### src/sv/hfpr_pkg.sv
// ============================================================================
// hfpr_pkg: shared types and constants for the header framed pair receiver
// Reset values of the config registers, register indexes, frame phase codes
// and the reciprocal used for the divide-by-100 in the decode path.
// ============================================================================
package hfpr_pkg;

    // Default payload store depth (legal range 8..16)
    localparam int STORE_DEPTH_DEF = 10;

    // Config register reset values
    localparam logic [7:0] HEADER_FIRST_RST  = 8'h2C;
    localparam logic [7:0] HEADER_SECOND_RST = 8'h12;
    localparam logic [7:0] END_MARKER_RST    = 8'h5B;
    localparam logic [3:0] PAYLOAD_LIMIT_RST = 4'd10;

    // Config register indexes
    localparam int CFG_IDX_W = 2;
    typedef enum logic [CFG_IDX_W-1:0] {
        REG_HEADER_FIRST  = 2'd0,
        REG_HEADER_SECOND = 2'd1,
        REG_END_MARKER    = 2'd2,
        REG_PAYLOAD_LIMIT = 2'd3
    } t_cfg_reg;

    // Frame phase, one-hot
    typedef enum logic [3:0] {
        PH_IDLE    = 4'b0001,
        PH_HEADER  = 4'b0010,
        PH_COLLECT = 4'b0100,
        PH_DONE    = 4'b1000
    } t_phase;

    // n / 100 == (n * DIV100_RECIP) >> DIV100_SHIFT for any 32-bit unsigned n
    localparam logic [31:0] DIV100_RECIP = 32'd1374389535;
    localparam int          DIV100_SHIFT = 37;
    localparam logic [31:0] HUNDRED      = 32'd100;

    // Widths of the decoded fields
    localparam int WORD_W  = 32;
    localparam int WHOLE_W = 26;
    localparam int FRAC_W  = 8;

endpackage

### src/sv/header_framed_pair_receiver_core.sv
// ============================================================================
// header_framed_pair_receiver_core: serial frame parser with two-value decode
// Waits for a two-byte header, collects payload bytes, then decodes two
// little-endian signed 32-bit hundredths values into whole and hundredths.
// ============================================================================
// One received byte is taken per rx beat, one every cycle while rx_ready is
// high. A frame opens with header_first then header_second; payload bytes
// are then stored until payload_limit bytes are in (0 acts as 1, above
// STORE_DEPTH acts as STORE_DEPTH) or a byte equal to end_marker arrives.
// That byte completes the frame: bytes 0..3 and 4..7 of the store are read as
// little-endian signed values in units of 0.01 and one result beat follows,
// carrying each value split into a whole part (truncated toward zero) and a
// signed hundredths remainder, plus a flag telling whether the marker ended
// the frame. The byte after a frame is swallowed and returns the parser to
// idle; the store is zeroed then unless the last stored byte was the marker,
// in which case a short next frame reuses the old upper bytes. Any byte that
// breaks the header also zeroes the store. The edge that accepts the
// completing rx beat latches the assembled words into stage 1; stage 2 then
// latches the reciprocal multiply that replaces the divide by 100, and the
// output register the remainder and sign fix-up, where the result beat
// appears. The three stages form an elastic pipeline, so rx_ready only
// drops when a result is stalled and all stages behind it are full. Config
// writes are always ready and should only be issued while no frame result
// is in flight.
// ============================================================================
module header_framed_pair_receiver_core #(
    parameter int STORE_DEPTH = hfpr_pkg::STORE_DEPTH_DEF
) (
    input  logic                            i_clk,
    input  logic                            i_rst_n,

    // Config write channel
    input  logic                            i_cfg_valid,
    output logic                            o_cfg_ready,
    input  logic [hfpr_pkg::CFG_IDX_W-1:0]  i_cfg_index,
    input  logic [7:0]                      i_cfg_data,

    // Received bytes
    input  logic                            i_rx_valid,
    output logic                            o_rx_ready,
    input  logic [7:0]                      i_rx_byte,

    // Decoded results
    output logic                            o_res_valid,
    input  logic                            i_res_ready,
    output logic signed [hfpr_pkg::WHOLE_W-1:0] o_angle_whole,
    output logic signed [hfpr_pkg::FRAC_W-1:0]  o_angle_hundredths,
    output logic signed [hfpr_pkg::WHOLE_W-1:0] o_offset_whole,
    output logic signed [hfpr_pkg::FRAC_W-1:0]  o_offset_hundredths,
    output logic                            o_ended_by_marker
);

    localparam int CNT_W = $clog2(STORE_DEPTH + 1);  // holds 0..STORE_DEPTH
    localparam int IDX_W = $clog2(STORE_DEPTH);
    localparam int WW    = hfpr_pkg::WORD_W;
    localparam int QW    = hfpr_pkg::WHOLE_W;
    localparam int FW    = hfpr_pkg::FRAC_W;

    // ------------------------------------------------------------------
    // Config registers
    // ------------------------------------------------------------------
    logic [7:0] r_header_first;
    logic [7:0] r_header_second;
    logic [7:0] r_end_marker;
    logic [3:0] r_payload_limit;
    logic       cfg_we;

    assign o_cfg_ready = 1'b1;
    assign cfg_we      = i_cfg_valid & o_cfg_ready;

    always_ff @(posedge i_clk) begin
        if (!i_rst_n) begin
            r_header_first  <= hfpr_pkg::HEADER_FIRST_RST;
            r_header_second <= hfpr_pkg::HEADER_SECOND_RST;
            r_end_marker    <= hfpr_pkg::END_MARKER_RST;
            r_payload_limit <= hfpr_pkg::PAYLOAD_LIMIT_RST;
        end else if (cfg_we) begin
            unique case (hfpr_pkg::t_cfg_reg'(i_cfg_index))
                hfpr_pkg::REG_HEADER_FIRST:  r_header_first  <= i_cfg_data;
                hfpr_pkg::REG_HEADER_SECOND: r_header_second <= i_cfg_data;
                hfpr_pkg::REG_END_MARKER:    r_end_marker    <= i_cfg_data;
                hfpr_pkg::REG_PAYLOAD_LIMIT: r_payload_limit <= i_cfg_data[3:0];
                default: ;
            endcase
        end
    end

    // ------------------------------------------------------------------
    // Pipeline handshake: s1 = assembled words, s2 = products, out = result
    // ------------------------------------------------------------------
    logic r_s1_valid, r_s2_valid, r_res_valid;
    logic s1_ready, s2_ready, s3_ready;
    logic rx_acc;

    assign s3_ready   = !r_res_valid || i_res_ready;
    assign s2_ready   = !r_s2_valid  || s3_ready;
    assign s1_ready   = !r_s1_valid  || s2_ready;
    assign o_rx_ready = s1_ready;
    assign rx_acc     = i_rx_valid & o_rx_ready;

    // ------------------------------------------------------------------
    // Frame parser
    // ------------------------------------------------------------------
    hfpr_pkg::t_phase r_phase, n_phase;
    logic [CNT_W-1:0] r_count, n_count;
    logic [7:0]       r_store [STORE_DEPTH];
    logic [7:0]       n_store [STORE_DEPTH];
    logic [7:0]       r_last_byte, n_last_byte;

    logic [CNT_W-1:0] lim_raw, lim_eff, cnt_inc;
    logic             is_marker, frame_done, launch;

    assign lim_raw   = CNT_W'(r_payload_limit);
    assign lim_eff   = (lim_raw == '0) ? CNT_W'(1)
                     : (lim_raw > CNT_W'(STORE_DEPTH)) ? CNT_W'(STORE_DEPTH) : lim_raw;
    assign cnt_inc   = r_count + CNT_W'(1);
    assign is_marker = (i_rx_byte == r_end_marker);
    assign frame_done = (cnt_inc >= lim_eff) || is_marker;

    always_comb begin
        n_phase     = r_phase;
        n_count     = r_count;
        n_store     = r_store;
        n_last_byte = r_last_byte;
        launch      = 1'b0;
        if (rx_acc) begin
            unique case (r_phase)
                hfpr_pkg::PH_IDLE: begin
                    if (i_rx_byte == r_header_first) begin
                        n_phase = hfpr_pkg::PH_HEADER;
                    end else begin
                        n_count = '0;
                        for (int k = 0; k < STORE_DEPTH; k++) n_store[k] = '0;
                    end
                end
                hfpr_pkg::PH_HEADER: begin
                    if (i_rx_byte == r_header_second) begin
                        n_phase = hfpr_pkg::PH_COLLECT;
                    end else begin
                        n_phase = hfpr_pkg::PH_IDLE;
                        n_count = '0;
                        for (int k = 0; k < STORE_DEPTH; k++) n_store[k] = '0;
                    end
                end
                hfpr_pkg::PH_COLLECT: begin
                    // count stays below STORE_DEPTH here, so the slot always exists
                    n_store[r_count[IDX_W-1:0]] = i_rx_byte;
                    n_count     = cnt_inc;
                    n_last_byte = i_rx_byte;
                    if (frame_done) begin
                        n_phase = hfpr_pkg::PH_DONE;
                        launch  = 1'b1;
                    end
                end
                hfpr_pkg::PH_DONE: begin
                    n_phase = hfpr_pkg::PH_IDLE;
                    n_count = '0;
                    if (r_last_byte != r_end_marker) begin
                        for (int k = 0; k < STORE_DEPTH; k++) n_store[k] = '0;
                    end
                end
                default: begin
                    n_phase = hfpr_pkg::PH_IDLE;
                    n_count = '0;
                    for (int k = 0; k < STORE_DEPTH; k++) n_store[k] = '0;
                end
            endcase
        end
    end

    always_ff @(posedge i_clk) begin
        if (!i_rst_n) begin
            r_phase     <= hfpr_pkg::PH_IDLE;
            r_count     <= '0;
            r_last_byte <= '0;
            for (int k = 0; k < STORE_DEPTH; k++) r_store[k] <= '0;
        end else begin
            r_phase     <= n_phase;
            r_count     <= n_count;
            r_last_byte <= n_last_byte;
            r_store     <= n_store;
        end
    end

    // ------------------------------------------------------------------
    // Stage 1: latch the two words (little-endian, current byte merged)
    // ------------------------------------------------------------------
    logic [WW-1:0] r_s1_angle, r_s1_offset;
    logic          r_s1_marker;

    always_ff @(posedge i_clk) begin
        if (!i_rst_n) begin
            r_s1_valid <= 1'b0;
        end else if (s1_ready) begin
            r_s1_valid <= launch;
        end
    end

    always_ff @(posedge i_clk) begin
        if (s1_ready && launch) begin
            r_s1_angle  <= {n_store[3], n_store[2], n_store[1], n_store[0]};
            r_s1_offset <= {n_store[7], n_store[6], n_store[5], n_store[4]};
            r_s1_marker <= is_marker;
        end
    end

    // ------------------------------------------------------------------
    // Stage 2: magnitude and reciprocal multiply (quotient by 100)
    // ------------------------------------------------------------------
    logic [WW-1:0]   a_mag, o_mag;
    logic [2*WW-1:0] a_prod, o_prod;
    logic [WW-1:0]   r_s2_a_mag, r_s2_o_mag;
    logic [QW-1:0]   r_s2_a_q, r_s2_o_q;
    logic            r_s2_a_neg, r_s2_o_neg, r_s2_marker;

    assign a_mag  = r_s1_angle[WW-1]  ? (WW'(0) - r_s1_angle)  : r_s1_angle;
    assign o_mag  = r_s1_offset[WW-1] ? (WW'(0) - r_s1_offset) : r_s1_offset;
    assign a_prod = {{WW{1'b0}}, a_mag} * {{WW{1'b0}}, hfpr_pkg::DIV100_RECIP};
    assign o_prod = {{WW{1'b0}}, o_mag} * {{WW{1'b0}}, hfpr_pkg::DIV100_RECIP};

    always_ff @(posedge i_clk) begin
        if (!i_rst_n) begin
            r_s2_valid <= 1'b0;
        end else if (s2_ready) begin
            r_s2_valid <= r_s1_valid;
        end
    end

    always_ff @(posedge i_clk) begin
        if (s2_ready && r_s1_valid) begin
            r_s2_a_mag  <= a_mag;
            r_s2_o_mag  <= o_mag;
            r_s2_a_q    <= a_prod[hfpr_pkg::DIV100_SHIFT +: QW];
            r_s2_o_q    <= o_prod[hfpr_pkg::DIV100_SHIFT +: QW];
            r_s2_a_neg  <= r_s1_angle[WW-1];
            r_s2_o_neg  <= r_s1_offset[WW-1];
            r_s2_marker <= r_s1_marker;
        end
    end

    // ------------------------------------------------------------------
    // Stage 3: remainder, sign restore, output register
    // ------------------------------------------------------------------
    logic [WW-1:0] a_rem, o_rem;
    logic [FW-1:0] a_frac, o_frac;
    logic [QW-1:0] a_whole, o_whole;

    assign a_rem   = r_s2_a_mag - (WW'(r_s2_a_q) * hfpr_pkg::HUNDRED);
    assign o_rem   = r_s2_o_mag - (WW'(r_s2_o_q) * hfpr_pkg::HUNDRED);
    assign a_frac  = r_s2_a_neg ? (FW'(0) - a_rem[FW-1:0]) : a_rem[FW-1:0];
    assign o_frac  = r_s2_o_neg ? (FW'(0) - o_rem[FW-1:0]) : o_rem[FW-1:0];
    assign a_whole = r_s2_a_neg ? (QW'(0) - r_s2_a_q) : r_s2_a_q;
    assign o_whole = r_s2_o_neg ? (QW'(0) - r_s2_o_q) : r_s2_o_q;

    always_ff @(posedge i_clk) begin
        if (!i_rst_n) begin
            r_res_valid <= 1'b0;
        end else if (s3_ready) begin
            r_res_valid <= r_s2_valid;
        end
    end

    logic signed [QW-1:0] r_angle_whole, r_offset_whole;
    logic signed [FW-1:0] r_angle_frac, r_offset_frac;
    logic                 r_marker;

    always_ff @(posedge i_clk) begin
        if (s3_ready && r_s2_valid) begin
            r_angle_whole  <= a_whole;
            r_angle_frac   <= a_frac;
            r_offset_whole <= o_whole;
            r_offset_frac  <= o_frac;
            r_marker       <= r_s2_marker;
        end
    end

    assign o_res_valid         = r_res_valid;
    assign o_angle_whole       = r_angle_whole;
    assign o_angle_hundredths  = r_angle_frac;
    assign o_offset_whole      = r_offset_whole;
    assign o_offset_hundredths = r_offset_frac;
    assign o_ended_by_marker   = r_marker;

    // ------------------------------------------------------------------
    // Assertions
    // ------------------------------------------------------------------
    // a decode job waiting in stage 1 means the frame is still marked done
    a_s1_in_done: assert property (@(posedge i_clk) disable iff (!i_rst_n)
        r_s1_valid |-> (r_phase == hfpr_pkg::PH_DONE))
        else $error("stage 1 holds a job outside the done phase");

    // a completing payload beat always launches a decode
    a_launch: assert property (@(posedge i_clk) disable iff (!i_rst_n)
        (rx_acc && r_phase == hfpr_pkg::PH_COLLECT && frame_done) |=> r_s1_valid)
        else $error("completed frame did not launch a decode");

    // while collecting, the store always has room for the next byte
    a_cnt_collect: assert property (@(posedge i_clk) disable iff (!i_rst_n)
        (r_phase == hfpr_pkg::PH_COLLECT) |-> (r_count < CNT_W'(STORE_DEPTH)))
        else $error("payload count reached store depth while collecting");

    // count is zero before collection starts
    a_cnt_idle: assert property (@(posedge i_clk) disable iff (!i_rst_n)
        (r_phase == hfpr_pkg::PH_IDLE || r_phase == hfpr_pkg::PH_HEADER)
            |-> (r_count == '0))
        else $error("payload count nonzero outside a frame");

    // a finished frame holds at least one stored byte
    a_cnt_done: assert property (@(posedge i_clk) disable iff (!i_rst_n)
        (r_phase == hfpr_pkg::PH_DONE)
            |-> (r_count != '0 && r_count <= CNT_W'(STORE_DEPTH)))
        else $error("done phase with bad payload count");

endmodule

### config.mk
export PLATFORM = sky130hd
export DESIGN_NAME = header_framed_pair_receiver_core
export DESIGN_NICKNAME = d
export VERILOG_FILES = /design/src/sv/hfpr_pkg.sv /design/src/sv/header_framed_pair_receiver_core.sv
export SDC_FILE = /design/constraint.sdc
export NUM_CORES = 2
export LEC_CHECK = 0
export BUFFER_PORTS_ARGS = -buffer_cell sky130_fd_sc_hd__buf_4
export CAP_MARGIN = 10
export CORE_MARGIN = 1.5
export CORE_UTILIZATION = 55
export CTS_CLUSTER_DIAMETER = 50
export DETAILED_ROUTE_END_ITERATION = 8
export GPL_ROUTABILITY_DRIVEN = 0
export PLACE_DENSITY_LB_ADDON = 0.12
export SYNTH_ARGS = -nofsm -noshare
export SYNTH_HDL_FRONTEND = slang
export SYNTH_SLANG_ARGS = --single-unit
export TNS_END_PERCENT = 5
### constraint.sdc
create_clock -name i_clk -period 25.8 [get_ports i_clk]
set_clock_uncertainty 0.05 [all_clocks]
set_input_delay 2.58 -clock i_clk [delete_from_list [all_inputs] [get_ports i_clk]]
set_output_delay 2.58 -clock i_clk [all_outputs]
set_load 0.01 [all_outputs]
==> results.toml <==
[critical_path]
crit_path_start_kind = "register"
rr_startpoint = "r_s1_offset[0]$_DFFE_PP_"
critPathMaxFanout = 13
path_class = "reg -> reg"
max_stage_delay_ns = 0.76
cp-end-kind = "register"
slowest_stage = "a2111oi_0"
worstPathArrival_ns = 11.38
ff2ff_path_depth = 31
r2r_end = "r_s2_o_q[24]$_DFFE_PP_"
reg2reg_slack_ns = 14.69
cp.required_ns = 26.07

[cells_and_area]
drive_gt1_frac = 0.0530
filler_cell_count = 7340
multi_input_area_um2 = 33800
layout_common_cells = "inv_1, ha_1, fa_1, xnor2_1, edfxtp_1"
final_cells = 6027
fin_nets = 6377
seqCellArea_um2 = 8380
diodes = 0
area_growth_pct = 8.07
final_common_cell = "inv_1"

[logic_synthesis]
synth_area_per_cell_um2 = 10.1
synth_edf_count = 205
syn-instance-count = 4726
ys_seq_area_frac = 0.176
synth_ff_type = "edfxtp_1"
synth.largest_area_cell = "fa_1"
ys_ff_latch = 316
synth_area_um2 = 47700
synth_top_cell_area_share = 0.304
synth_cell_types = 72
synthArstFlopShare = 0
synth_area_leaders = "fa_1, ha_1, edfxtp_1"
synth.net_count = 6258
ys_warn_count = 0

[placed_design]
io_buffer_count = 93
dp_hpwl_um = 108000
dp_cells = 5941

[cts]
cts_tree = "done"
worstSkewPairLatency_ns = 0.62
numCtsBuffers = 46
cts_hold_buf = 0
numClockSinks = 316
post_cts_resized = 0
cts_post_setup_buffers_inserted = 0
cts-root-buf = "clkbuf_16"
clockBufferDepth = 3
clk_pin_slew_ns = 0.06
cts.htree.levels = 2

[detailed_routing]
initialDrtViolationCount = 2435
wl_per_cell_um = 20.7
drc = 0
postRouteWirelength_um = 125000
postRouteAntennaNets = 0
dr.pass1.iters = 6
vias = 32172
vias_per_cell = 5.34

[timing]
rsz0062_at_grt = "false"
fmax_ghz = 0.0900
final_max_slew_viol_count = 0
period_share = 0.431
relSlewSlack = 0.243
final-hold-violation-count = 0
whs_ns = 0.366
tns_ns = 0
tightest_slew_ns = 1.13
min_period_ns = 11.11
setup_viol = 0

[die]
pin_count = 95
dieWidth_um = 297
die-area_um2 = 88400
initial_utilization = 0.557
rows = 107
die_h_um = 297
core_area_um2 = 85500

[status]
status = "complete, no violations"

[global_routing]
gr-total-overflow = 0
grtUsageTotal = 0.292
antenna_found_initial = 3
grt_max_degree = 112
grt_pass1_wl_um = 197000
grt_pass1_vias = 33963

[power]
ir_drop_v = 0.0000423
p_per_area_nw_per_um2 = 23.6
p_leak_nw = 28.5
power_mw = 1.22

[run]
cap_violations = 0

[min_path]
hold_path_end = "r_s2_marker$_DFFE_PP_"
hold_start = "r_s1_marker$_DFFE_PP_"
holdPathStages = 0
hp-class = "reg -> reg"
[routing by layer]
metal | vias up | share of wire | global-route usage
met4 | 2 | 0.029 | 0.0822
met5 | - | 0.00010 | 0
met2 | 1146 | 0.43 | 0.442
met3 | 174 | 0.083 | 0.0562
met1 | 15830 | 0.46 | 0.426
li1 | 15020 | - | -
[state kept, by name (all words and copies together) (netlist names), 8 cells and up]
| register | count |
|---|---|
| r_header_second | 8 |
| r_s1_offset | 32 |
| r_last_byte | 8 |
| r_header_first | 8 |
| r_end_marker | 8 |
| o_offset_whole | 26 |
| o_offset_hundredths | 8 |
| o_angle_hundredths | 8 |
| r_s2_a_mag | 8 |
| r_store | 64 |
| r_s2_a_q | 26 |
| r_s1_angle | 32 |
| r_s2_o_q | 26 |
| o_angle_whole | 26 |
| r_s2_o_mag | 8 |
[worst max-delay path: cells and delay by family (launching register included)]
family	cells	cell delay, ns
AOI/OAI and AO/OA	6	1.77
xor gates and xnor gates	1	0.62
adders and majority gates	9	4.08
buffers and inverters	5	0.67
DFF	1	0.64
and+or+nand+nor	10	2.98
[area by class of cell]
class,count,area share
Clock buffer,51,0.0229
Tap cell,1144,0.0278
Clock inverter,35,0.00894
Sequential cell,316,0.163
Multi-Input combinational cell,2952,0.657
Timing Repair Buffer,129,0.0188
Inverter,1400,0.102
[per-stage QoR]
step                       util  setup WS [ns]  cell area [um2]
after detailed placement  0.583          14.88            49900
after floorplan               -          15.81            47700
final                     0.602          14.69            51500
after global routing      0.602          14.15            51500
after CTS                 0.602          14.84            51500
after global placement    0.583          14.98            49900
[logic make-up (layout without fill, tap and decap cells)]
logic type,Yosys count,count (layout),share of synthesized area
buf+inv,1458,1615,0.115
simple gates,610,610,0.0657
xor+xnor,325,325,0.0600
compound gates,484,484,0.0686
flops,316,316,0.176
mux,22,22,0.00462
fa+ha+maj,1510,1510,0.510
other cells,1,1,0.0000787
[where the power goes]
part	internal, mW	leakage (nW)	switching (mW)
Clock	0.394	0.784	0.264
Sequential	0.534	2.61	0.00141
Combinational	0.00794	25.1	0.0144
Total	0.936	28.5	0.280
[Yosys cell counts, types with 32 or more instances]
cell and count:
ha_1 785, or2_2 32, a21o_1 65, fa_1 724, o31ai_1 37, a21oi_1 112, xnor2_1 241, xor2_1 82
nor2b_1 40, o21ai_0 90, and2_1 71, dfxtp_1 111, edfxtp_1 205, nand2_1 185, a22o_1 64, nor2_1 96
nand3_1 43, clkbuf_1 42, inv_1 1391
[how the worst max path moves through the flow]
stage | start | endpoint | slack, ns | cells past startpoint
after floorplan | r_s1_offset[0]$_DFFE_PP_ | r_s2_o_q[24]$_DFFE_PP_ | 15.81 | 31
after global placement | r_s1_offset[0]$_DFFE_PP_ | r_s2_o_q[25]$_DFFE_PP_ | 14.98 | 31
after detailed placement | r_s1_offset[0]$_DFFE_PP_ | r_s2_o_q[24]$_DFFE_PP_ | 14.88 | 33
after CTS | r_s1_offset[0]$_DFFE_PP_ | r_s2_o_q[24]$_DFFE_PP_ | 14.84 | 33
after global routing | r_s1_offset[0]$_DFFE_PP_ | r_s2_o_q[24]$_DFFE_PP_ | 14.15 | 28
final | r_s1_offset[0]$_DFFE_PP_ | r_s2_o_q[24]$_DFFE_PP_ | 14.69 | 31
(Power assumes the default switching activity.)
